<file path="src/hdl/mqtt_rx_pkg.sv">
`timescale 1ns / 1ps

package mqtt_rx_pkg;

    // Frame phase of the byte parser
    typedef enum logic [1:0] {
        PH_HEAD = 2'd0,
        PH_LEN  = 2'd1,
        PH_BODY = 2'd2
    } phase_t;

    // Result kinds carried on tuser
    typedef enum logic [2:0] {
        KIND_TOPIC   = 3'd0,
        KIND_PAYLOAD = 3'd1,
        KIND_DONE    = 3'd2,
        KIND_CONNACK = 3'd3,
        KIND_PUBACK  = 3'd4,
        KIND_SUBACK  = 3'd5,
        KIND_PUBCOMP = 3'd6,
        KIND_REPLY   = 3'd7
    } kind_t;

    // Control packet types (header bits 7..4)
    localparam logic [3:0] TYPE_CONNACK = 4'h2;
    localparam logic [3:0] TYPE_PUBLISH = 4'h3;
    localparam logic [3:0] TYPE_PUBACK  = 4'h4;
    localparam logic [3:0] TYPE_PUBREC  = 4'h5;
    localparam logic [3:0] TYPE_PUBREL  = 4'h6;
    localparam logic [3:0] TYPE_PUBCOMP = 4'h7;
    localparam logic [3:0] TYPE_SUBACK  = 4'h9;

    // Reply header bytes and reply remaining length
    localparam logic [7:0] HEAD_PUBACK  = 8'h40;
    localparam logic [7:0] HEAD_PUBREC  = 8'h50;
    localparam logic [7:0] HEAD_PUBREL  = 8'h62;
    localparam logic [7:0] HEAD_PUBCOMP = 8'h70;
    localparam logic [7:0] REPLY_LEN    = 8'h02;

    // Descriptor queue between parser and result sequencer
    localparam int QUEUE_DEPTH = 4;
    localparam int QUEUE_AW    = $clog2(QUEUE_DEPTH);
    localparam int QUEUE_CW    = $clog2(QUEUE_DEPTH + 1);

    // Results caused by one received byte: an optional leading result,
    // an optional publish-done and an optional four-byte reply
    typedef struct packed {
        logic        has_first;
        kind_t       first_kind;
        logic [7:0]  first_data;
        logic        has_done;
        logic        has_reply;
        logic [7:0]  reply_head;
        logic [15:0] packet_id;
        logic [1:0]  qos;
        logic        session;
    } desc_t;

endpackage

</file>
<file path="src/hdl/mqtt_receive_packet_parser_unit.sv">
`timescale 1ns / 1ps

// Receive-side MQTT control packet parser.
// s_ channel: one broker byte per transaction on s_tdata. A header byte, a
// one-byte remaining length and that many body bytes make a frame.
// m_ channel: result items. m_tuser is the kind (topic byte, payload byte,
// publish done, connack, puback, suback, pubcomp, reply byte); m_tdata carries
// the byte, the packet id, the publish QoS and the session flag; m_tlast marks
// the final result caused by one input byte.
// Throughput: one input byte per cycle while the queue is not full. A byte can
// cause up to six results, which the result sequencer sends one at a time; a
// four-entry descriptor queue between parser and sequencer absorbs such bursts.
// A result is registered in the descriptor queue and then in the result
// sequencer's descriptor register before it is offered on m_.
// Reset (aresetn low, synchronous) clears the parser to await a header, clears
// the session flag and empties the queue.
// When the receiver stalls, the current result holds on m_ and the parser keeps
// taking bytes until the queue fills; s_tready then drops until it drains.

module mqtt_receive_packet_parser_unit
    import mqtt_rx_pkg::*;
(
    input  logic        aclk,
    input  logic        aresetn,
    input  logic        s_tvalid,
    output logic        s_tready,
    input  logic [7:0]  s_tdata,   // [7:0] rx_byte
    output logic        m_tvalid,
    input  logic        m_tready,
    output logic [31:0] m_tdata,   // [7:0] data_byte, [23:8] packet_id,
                                   // [25:24] qos_level, [26] session_up
    output logic [2:0]  m_tuser,   // [2:0] kind
    output logic        m_tlast
);

    logic  q_full;
    logic  q_push;
    desc_t q_push_desc;
    logic  q_pop;
    logic  q_valid;
    desc_t q_head;

    assign s_tready = !q_full;

    mqtt_rx_front u_front (
        .aclk      (aclk),
        .aresetn   (aresetn),
        .rx_accept (s_tvalid && s_tready),
        .rx_byte   (s_tdata),
        .push      (q_push),
        .push_desc (q_push_desc)
    );

    mqtt_rx_queue u_queue (
        .aclk       (aclk),
        .aresetn    (aresetn),
        .push       (q_push),
        .push_desc  (q_push_desc),
        .full       (q_full),
        .pop        (q_pop),
        .head_valid (q_valid),
        .head_desc  (q_head)
    );

    mqtt_rx_back u_back (
        .aclk       (aclk),
        .aresetn    (aresetn),
        .head_valid (q_valid),
        .head_desc  (q_head),
        .pop        (q_pop),
        .m_tvalid   (m_tvalid),
        .m_tready   (m_tready),
        .m_tdata    (m_tdata),
        .m_tuser    (m_tuser),
        .m_tlast    (m_tlast)
    );

endmodule

</file>
<file path="src/hdl/mqtt_rx_front.sv">
`timescale 1ns / 1ps

module mqtt_rx_front
    import mqtt_rx_pkg::*;
(
    input  logic       aclk,
    input  logic       aresetn,
    input  logic       rx_accept,
    input  logic [7:0] rx_byte,
    output logic       push,
    output desc_t      push_desc
);

    localparam logic [2:0] POS_0    = 3'd0;
    localparam logic [2:0] POS_1    = 3'd1;
    localparam logic [2:0] POS_2    = 3'd2;
    localparam logic [2:0] POS_ID_H = 3'd3;
    localparam logic [2:0] POS_ID_L = 3'd4;
    localparam logic [2:0] POS_PAY  = 3'd5;
    localparam logic [2:0] POS_DONE = 3'd6;
    localparam logic [2:0] POS_END  = 3'd7;

    phase_t      phase_reg, phase_next;
    logic [3:0]  type_reg, type_next;
    logic [7:0]  rem_reg, rem_next;
    logic [2:0]  pos_reg, pos_next;
    logic [15:0] tlen_reg, tlen_next;
    logic [15:0] tidx_reg, tidx_next;
    logic [7:0]  pay_reg, pay_next;
    logic [1:0]  qos_reg, qos_next;
    logic [15:0] pid_reg, pid_next;
    logic        sess_reg, sess_next;

    desc_t       desc;
    logic        topic_end;
    logic        pub_done;
    logic        id_done;
    logic [7:0]  left;
    logic [7:0]  need;
    logic [7:0]  pay_calc;
    logic [7:0]  rem_dec;
    logic [15:0] tlen_new;
    logic [15:0] tidx_inc;
    logic [7:0]  pay_dec;

    // Hold parser state
    always_ff @(posedge aclk) begin
        if (!aresetn) begin
            phase_reg <= PH_HEAD;
            type_reg  <= '0;
            rem_reg   <= '0;
            pos_reg   <= POS_0;
            tlen_reg  <= '0;
            tidx_reg  <= '0;
            pay_reg   <= '0;
            qos_reg   <= '0;
            pid_reg   <= '0;
            sess_reg  <= 1'b0;
        end else begin
            phase_reg <= phase_next;
            type_reg  <= type_next;
            rem_reg   <= rem_next;
            pos_reg   <= pos_next;
            tlen_reg  <= tlen_next;
            tidx_reg  <= tidx_next;
            pay_reg   <= pay_next;
            qos_reg   <= qos_next;
            pid_reg   <= pid_next;
            sess_reg  <= sess_next;
        end
    end

    // Decode one byte and classify the results it causes
    always_comb begin
        phase_next = phase_reg;
        type_next  = type_reg;
        rem_next   = rem_reg;
        pos_next   = pos_reg;
        tlen_next  = tlen_reg;
        tidx_next  = tidx_reg;
        pay_next   = pay_reg;
        qos_next   = qos_reg;
        pid_next   = pid_reg;
        sess_next  = sess_reg;
        desc       = '0;
        topic_end  = 1'b0;
        pub_done   = 1'b0;
        id_done    = 1'b0;

        left     = (rem_reg != 8'd0) ? rem_reg - 8'd1 : 8'd0;
        rem_dec  = left;
        need     = (qos_reg != 2'd0) ? 8'd2 : 8'd0;
        pay_calc = (left > need) ? left - need : 8'd0;
        tlen_new = tlen_reg | {8'h00, rx_byte};
        tidx_inc = tidx_reg + 16'd1;
        pay_dec  = pay_reg - 8'd1;

        if (rx_accept) begin
            case (phase_reg)
                PH_LEN: begin
                    rem_next   = rx_byte;
                    phase_next = (rx_byte != 8'd0) ? PH_BODY : PH_HEAD;
                end
                PH_BODY: begin
                    case (type_reg)
                        TYPE_CONNACK: begin
                            if (pos_reg == POS_0) begin
                                pos_next = POS_1;
                            end else if (pos_reg == POS_1) begin
                                sess_next        = (rx_byte == 8'd0);
                                desc.has_first   = 1'b1;
                                desc.first_kind  = KIND_CONNACK;
                                desc.first_data  = rx_byte;
                                pos_next         = POS_END;
                            end
                        end
                        TYPE_PUBLISH: begin
                            case (pos_reg)
                                POS_0: begin
                                    tlen_next = {rx_byte, 8'h00};
                                    pos_next  = POS_1;
                                end
                                POS_1: begin
                                    tlen_next = tlen_new;
                                    tidx_next = '0;
                                    if (tlen_new == 16'd0) begin
                                        topic_end = 1'b1;
                                    end else begin
                                        pos_next = POS_2;
                                    end
                                end
                                POS_2: begin
                                    desc.has_first  = 1'b1;
                                    desc.first_kind = KIND_TOPIC;
                                    desc.first_data = rx_byte;
                                    tidx_next       = tidx_inc;
                                    if (tidx_inc == tlen_reg) begin
                                        topic_end = 1'b1;
                                    end
                                end
                                POS_ID_H: begin
                                    pid_next = {rx_byte, 8'h00};
                                    pos_next = POS_ID_L;
                                end
                                POS_ID_L: begin
                                    pid_next = pid_reg | {8'h00, rx_byte};
                                    if (pay_reg == 8'd0) begin
                                        pub_done = 1'b1;
                                    end else begin
                                        pos_next = POS_PAY;
                                    end
                                end
                                POS_PAY: begin
                                    desc.has_first  = 1'b1;
                                    desc.first_kind = KIND_PAYLOAD;
                                    desc.first_data = rx_byte;
                                    pay_next        = pay_dec;
                                    if (pay_dec == 8'd0) begin
                                        pub_done = 1'b1;
                                    end
                                end
                                default: begin
                                end
                            endcase
                        end
                        TYPE_PUBACK, TYPE_PUBREC, TYPE_PUBREL, TYPE_PUBCOMP,
                        TYPE_SUBACK: begin
                            if (type_reg == TYPE_SUBACK && pos_reg == POS_2) begin
                                desc.has_first  = 1'b1;
                                desc.first_kind = KIND_SUBACK;
                                desc.first_data = rx_byte;
                                pos_next        = POS_END;
                            end else if (pos_reg == POS_0) begin
                                pid_next = {rx_byte, 8'h00};
                                pos_next = POS_1;
                            end else if (pos_reg == POS_1) begin
                                pid_next = pid_reg | {8'h00, rx_byte};
                                pos_next = POS_2;
                                id_done  = 1'b1;
                            end
                            if (id_done) begin
                                case (type_reg)
                                    TYPE_PUBACK: begin
                                        desc.has_first  = 1'b1;
                                        desc.first_kind = KIND_PUBACK;
                                        pos_next        = POS_END;
                                    end
                                    TYPE_PUBCOMP: begin
                                        desc.has_first  = 1'b1;
                                        desc.first_kind = KIND_PUBCOMP;
                                        pos_next        = POS_END;
                                    end
                                    TYPE_PUBREC: begin
                                        desc.has_reply  = 1'b1;
                                        desc.reply_head = HEAD_PUBREL;
                                        pos_next        = POS_END;
                                    end
                                    TYPE_PUBREL: begin
                                        desc.has_reply  = 1'b1;
                                        desc.reply_head = HEAD_PUBCOMP;
                                        pos_next        = POS_END;
                                    end
                                    default: begin
                                    end
                                endcase
                            end
                        end
                        default: begin
                        end
                    endcase

                    // End of topic: size the payload and pick what follows
                    if (topic_end) begin
                        pay_next = pay_calc;
                        if (qos_reg != 2'd0) begin
                            pos_next = POS_ID_H;
                        end else if (pay_calc == 8'd0) begin
                            pub_done = 1'b1;
                        end else begin
                            pos_next = POS_PAY;
                        end
                    end

                    // Complete the publish and, for QoS 1 or 2, queue its acknowledgement
                    if (pub_done) begin
                        desc.has_done = 1'b1;
                        pos_next      = POS_DONE;
                        if (qos_reg == 2'd1) begin
                            desc.has_reply  = 1'b1;
                            desc.reply_head = HEAD_PUBACK;
                        end else if (qos_reg == 2'd2) begin
                            desc.has_reply  = 1'b1;
                            desc.reply_head = HEAD_PUBREC;
                        end
                    end

                    rem_next = rem_dec;
                    if (rem_dec == 8'd0) begin
                        phase_next = PH_HEAD;
                    end
                end
                default: begin
                    type_next  = rx_byte[7:4];
                    pos_next   = POS_0;
                    tlen_next  = '0;
                    tidx_next  = '0;
                    pay_next   = '0;
                    pid_next   = '0;
                    qos_next   = (rx_byte[7:4] == TYPE_PUBLISH) ? rx_byte[2:1] : 2'd0;
                    phase_next = PH_LEN;
                end
            endcase
        end

        desc.packet_id = pid_next;
        desc.qos       = qos_next;
        desc.session   = sess_next;
    end

    assign push      = rx_accept && (desc.has_first || desc.has_done || desc.has_reply);
    assign push_desc = desc;

endmodule

</file>
<file path="src/hdl/mqtt_rx_queue.sv">
`timescale 1ns / 1ps

module mqtt_rx_queue
    import mqtt_rx_pkg::*;
(
    input  logic  aclk,
    input  logic  aresetn,
    input  logic  push,
    input  desc_t push_desc,
    output logic  full,
    input  logic  pop,
    output logic  head_valid,
    output desc_t head_desc
);

    desc_t                 slot_reg [QUEUE_DEPTH];
    logic [QUEUE_AW-1:0]   wr_ptr_reg, wr_ptr_next;
    logic [QUEUE_AW-1:0]   rd_ptr_reg, rd_ptr_next;
    logic [QUEUE_CW-1:0]   count_reg, count_next;
    logic                  do_push;
    logic                  do_pop;

    assign full       = (count_reg == QUEUE_CW'(QUEUE_DEPTH));
    assign head_valid = (count_reg != '0);
    assign head_desc  = slot_reg[rd_ptr_reg];
    assign do_push    = push && !full;
    assign do_pop     = pop && head_valid;

    // Advance pointers and occupancy
    always_comb begin
        wr_ptr_next = wr_ptr_reg;
        rd_ptr_next = rd_ptr_reg;
        count_next  = count_reg;
        if (do_push) begin
            wr_ptr_next = (wr_ptr_reg == QUEUE_AW'(QUEUE_DEPTH - 1)) ? '0 : wr_ptr_reg + 1'b1;
        end
        if (do_pop) begin
            rd_ptr_next = (rd_ptr_reg == QUEUE_AW'(QUEUE_DEPTH - 1)) ? '0 : rd_ptr_reg + 1'b1;
        end
        if (do_push && !do_pop) begin
            count_next = count_reg + 1'b1;
        end else if (do_pop && !do_push) begin
            count_next = count_reg - 1'b1;
        end
    end

    always_ff @(posedge aclk) begin
        if (!aresetn) begin
            wr_ptr_reg <= '0;
            rd_ptr_reg <= '0;
            count_reg  <= '0;
        end else begin
            wr_ptr_reg <= wr_ptr_next;
            rd_ptr_reg <= rd_ptr_next;
            count_reg  <= count_next;
        end
    end

    // Store descriptors
    always_ff @(posedge aclk) begin
        if (do_push) begin
            slot_reg[wr_ptr_reg] <= push_desc;
        end
    end

endmodule

</file>
<file path="src/hdl/mqtt_rx_back.sv">
`timescale 1ns / 1ps

module mqtt_rx_back
    import mqtt_rx_pkg::*;
(
    input  logic        aclk,
    input  logic        aresetn,
    input  logic        head_valid,
    input  desc_t       head_desc,
    output logic        pop,
    output logic        m_tvalid,
    input  logic        m_tready,
    output logic [31:0] m_tdata,
    output logic [2:0]  m_tuser,
    output logic        m_tlast
);

    // Slot order: leading result, publish done, four reply bytes
    desc_t      desc_reg, desc_next;
    logic [5:0] mask_reg, mask_next;
    logic [5:0] mask_low;
    logic [5:0] mask_rest;
    logic       take;
    logic       advance;
    kind_t      kind;
    logic [7:0] data;

    assign take      = m_tvalid && m_tready;
    assign mask_low  = mask_reg & (~mask_reg + 6'd1);
    assign mask_rest = mask_reg & (mask_reg - 6'd1);
    assign advance   = (mask_reg == '0) || (take && mask_rest == '0);
    assign pop       = advance && head_valid;

    // Load the next descriptor or step to the next slot
    always_comb begin
        desc_next = desc_reg;
        mask_next = mask_reg;
        if (advance) begin
            if (head_valid) begin
                desc_next = head_desc;
                mask_next = {{4{head_desc.has_reply}}, head_desc.has_done,
                             head_desc.has_first};
            end else begin
                mask_next = '0;
            end
        end else if (take) begin
            mask_next = mask_rest;
        end
    end

    always_ff @(posedge aclk) begin
        if (!aresetn) begin
            mask_reg <= '0;
        end else begin
            mask_reg <= mask_next;
        end
    end

    always_ff @(posedge aclk) begin
        desc_reg <= desc_next;
    end

    // Select the current slot's kind and byte
    always_comb begin
        kind = KIND_REPLY;
        data = desc_reg.packet_id[7:0];
        if (mask_low[0]) begin
            kind = desc_reg.first_kind;
            data = desc_reg.first_data;
        end else if (mask_low[1]) begin
            kind = KIND_DONE;
            data = 8'h00;
        end else if (mask_low[2]) begin
            data = desc_reg.reply_head;
        end else if (mask_low[3]) begin
            data = REPLY_LEN;
        end else if (mask_low[4]) begin
            data = desc_reg.packet_id[15:8];
        end
    end

    assign m_tvalid = (mask_reg != '0);
    assign m_tlast  = (mask_rest == '0);
    assign m_tuser  = kind;
    assign m_tdata  = {5'd0, desc_reg.session, desc_reg.qos, desc_reg.packet_id, data};

endmodule

</file>
<file path="config.mk">
export PLATFORM = sky130hd
export DESIGN_NAME = mqtt_receive_packet_parser_unit
export DESIGN_NICKNAME = d
export VERILOG_FILES = /design/src/hdl/mqtt_rx_pkg.sv /design/src/hdl/mqtt_receive_packet_parser_unit.sv /design/src/hdl/mqtt_rx_front.sv /design/src/hdl/mqtt_rx_queue.sv /design/src/hdl/mqtt_rx_back.sv
export SDC_FILE = /design/constraint.sdc
export NUM_CORES = 1
export LEC_CHECK = 0
export BUFFER_PORTS_ARGS = -buffer_cell sky130_fd_sc_hd__buf_2
export CAP_MARGIN = 30
export CORE_AREA = 2 2 148 186
export DETAILED_ROUTE_END_ITERATION = 10
export DIE_AREA = 0 0 150 188
export GPL_ROUTABILITY_DRIVEN = 0
export PLACE_DENSITY = 0.67
export RECOVER_POWER = 100
export SYNTH_ARGS = -nofsm -noshare
export SYNTH_HDL_FRONTEND = slang
export SYNTH_SLANG_ARGS = --single-unit
</file>
<file path="constraint.sdc">
create_clock -name aclk -period 4.5 [get_ports aclk]
set_input_delay 0.9 -clock aclk [delete_from_list [all_inputs] [get_ports aclk]]
set_output_delay 0.9 -clock aclk [all_outputs]
set_load 0.01 [all_outputs]
</file>
==> reports/metrics.yaml <==
arrival_ps: 4690
clkSinkCount: 269
synth_edf_count: 178
ys.flop_type: "edfxtp_1"
post_drt_wl_per_cell_um: 19.7
cp_num_buf_inv: 2
cts_buffers: 27
path_cells: "inv_1 > ha_1 > or4b_1 > a2111oi_0 > o31ai_1 > xnor2_1 > a31o_2 > o2111ai_1 > nand2_1 > ha_1 > inv_1 > fa_1 > xor2_1 > or3_1 > a21oi_1"
synth_top_area_share_pct: 41.0
async_flop_share_pct: 0
areaGrowthSynthToFinish_pct: 9.64
place_area_mm2: 0.0136
multi_input_comb_area_mm2: 0.00537
cp_max_fo: 9
skew_ps: 19.5
mostFrequentLayoutCells: "edfxtp_1, nand2_1, dfxtp_1, nor2_1, a21oi_1"
yosysSeqAreaShare_pct: 54.9
cts-root-buf: "clkbuf_16"
clockBufferDepth: 3
power_uw: 6780
leakagePower_uw: 0.00478
fin_tns_setup_ps: 0
register_area_mm2: 0.00717
io_pins: 50
cts_setup_buffers: 0
yosys_warnings: 0
max-vdd-ir-drop_uv: 253
htree_levels: 1
fmax_mhz: 236
dpl.hpwl_um: 20700
place_inst: 1498
drive_above_1_share_pct: 11.5
drt_iter0_drc: 759
core_mm2: 0.0265
synthTopCellsByArea: "edfxtp_1, dfxtp_1, mux4_2, a21oi_1, nand2_1"
numPortBuffers: 44
die_x_um: 150
start_util_pct: 49.3
die_h_um: 188
design_area_mm2: 0.0143
cts_resized: 0
nets: 1210
yosys.area.top_type: "edfxtp_1"
critPathTopFamily: "compound AO/OA/AOI/OAI gates"
finalSetupViolations: 0
max_slew.worst_pin.slew_ps: 1820
fin_crit_ps: 4240
antenna_left: 0
fillers: 2332
drt_wl_total_um: 30500
grt_start_max_net_pins: 37
max_stage_delay_ps: 630
outcome: "finished with violations"
worstSetupEndpointType: "flop"
grt_usage_pct: 21.7
worstHoldPathType: "reg -> reg"
synth.avg_cell_area_um2: 11.3
die-area_mm2: 0.0282
layout_commonest_cell: "edfxtp_1"
grt_antenna_before_repair: 0
clk_pin_slew_ps: 60
clk_latency_ps: 530
ys_types: 83
slew_viol_final: 53
grt_pass1_wl_um: 47900
power.density_mw_per_mm2: 474
vias_per_cell: 5.96
vias: 9216
diodes: 0
final_cells: 1546
slew_headroom_pct: -21.4
finish.utilization_pct: 54.0
start_kind: "flop"
cap_viol_max_count: 2
cts_hold_buf: 0
final_hold_viol_count: 0
violations: "max-capacitance violations, max-slew violations"
grt-ovfl-total: 0
min_period_over_period_pct: 94.3
worst_path_max_delay_cell: "a2111oi_0"
ys_ff_latch: 269
largest_register_ffs: 144
rows: 67
drt-pass1-iter-count: 6
cp.required_ps: 4950
syn_area_mm2: 0.0131
drc: 0
syn_inst: 1155
crit_type: "reg -> reg"
tritoncts: "built"
grt_pass1_vias: 9016
## per-layer routing
metal,wire (um),global-route usage [%]
met1,12100,26.1
met2,15100,37.5
met3,1850,3.82
met4,1460,9.80
met5,0,0
## final timing paths
check                                                  startpoint                                 to  slack, ps  cells after the start
worst max-delay path              u_front.rem_reg[1]$_SDFFE_PN0P_  u_queue.count_reg[2]$_SDFFE_PN0P_        260                     15
worst min-delay path            u_front.phase_reg[1]$_SDFFE_PN0P_  u_front.phase_reg[1]$_SDFFE_PN0P_        490                      2
worst min register to register  u_front.phase_reg[1]$_SDFFE_PN0P_  u_front.phase_reg[1]$_SDFFE_PN0P_        490                      2
worst max register to register    u_front.rem_reg[1]$_SDFFE_PN0P_  u_queue.count_reg[2]$_SDFFE_PN0P_        260                     15
## stage by stage
stage | hold slack [ps] | setup WS (ps)
after floorplan | 449 | 405
after global placement | 460 | 369
after detailed placement | 475 | 206
after CTS | 483 | 184
after global routing | 508 | -22.3
final | 487 | 258
## worst register-to-register path: cells and delay by family, from the launching register on
family / cells / cell delay, ps
AO/OA/AOI/OAI: 5 / 1370
adder cells (fa/ha/maj): 3 / 810
flip-flops: 1 / 380
XOR/XNOR: 2 / 380
AND/OR/NAND/NOR: 3 / 1060
buffers and inverters: 2 / 180
## logic make-up after synthesis
group | share of synthesized area [%]
compound gates | 12.7
xor+xnor | 2.23
fa+ha+maj | 1.59
buf+inv | 4.12
flops | 54.9
mux | 8.51
other cells | 0.0287
simple gates | 15.9
## cell type report
class	instances	area share, %
Clock buffer	34	4.91
Clock inverter	14	0.848
Inverter	29	0.761
Multi-Input combinational cell	773	37.5
Sequential cell	269	50.1
Tap cell	345	3.02
Timing Repair Buffer	82	2.87
## cell usage after synthesis, types with 6 or more instances
cell type / number
a211oi_1: 7
a21o_1: 12
a21oi_1: 78
a22o_1: 9
a22oi_1: 22
a31oi_1: 8
and2_1: 36
buf_1: 7
buf_4: 25
clkbuf_1: 52
dfxtp_1: 91
edfxtp_1: 178
ha_1: 15
inv_1: 28
mux2_2: 7
mux2i_1: 21
mux4_2: 36
nand2_1: 103
nand2b_1: 13
nand3_1: 37
nand3b_1: 8
nor2_1: 83
nor2b_1: 12
nor3_1: 24
nor4_1: 16
o21ai_0: 65
o221ai_1: 6
o31ai_1: 6
or3_1: 14
xnor2_1: 18
xor2_1: 10
## power breakdown
| group | internal [uW] | switching [uW] |
|---|---|---|
| Sequential | 2920 | 164 |
| Clock | 1170 | 921 |
| Combinational | 624 | 983 |
Power figures use the tool's default switching activity.
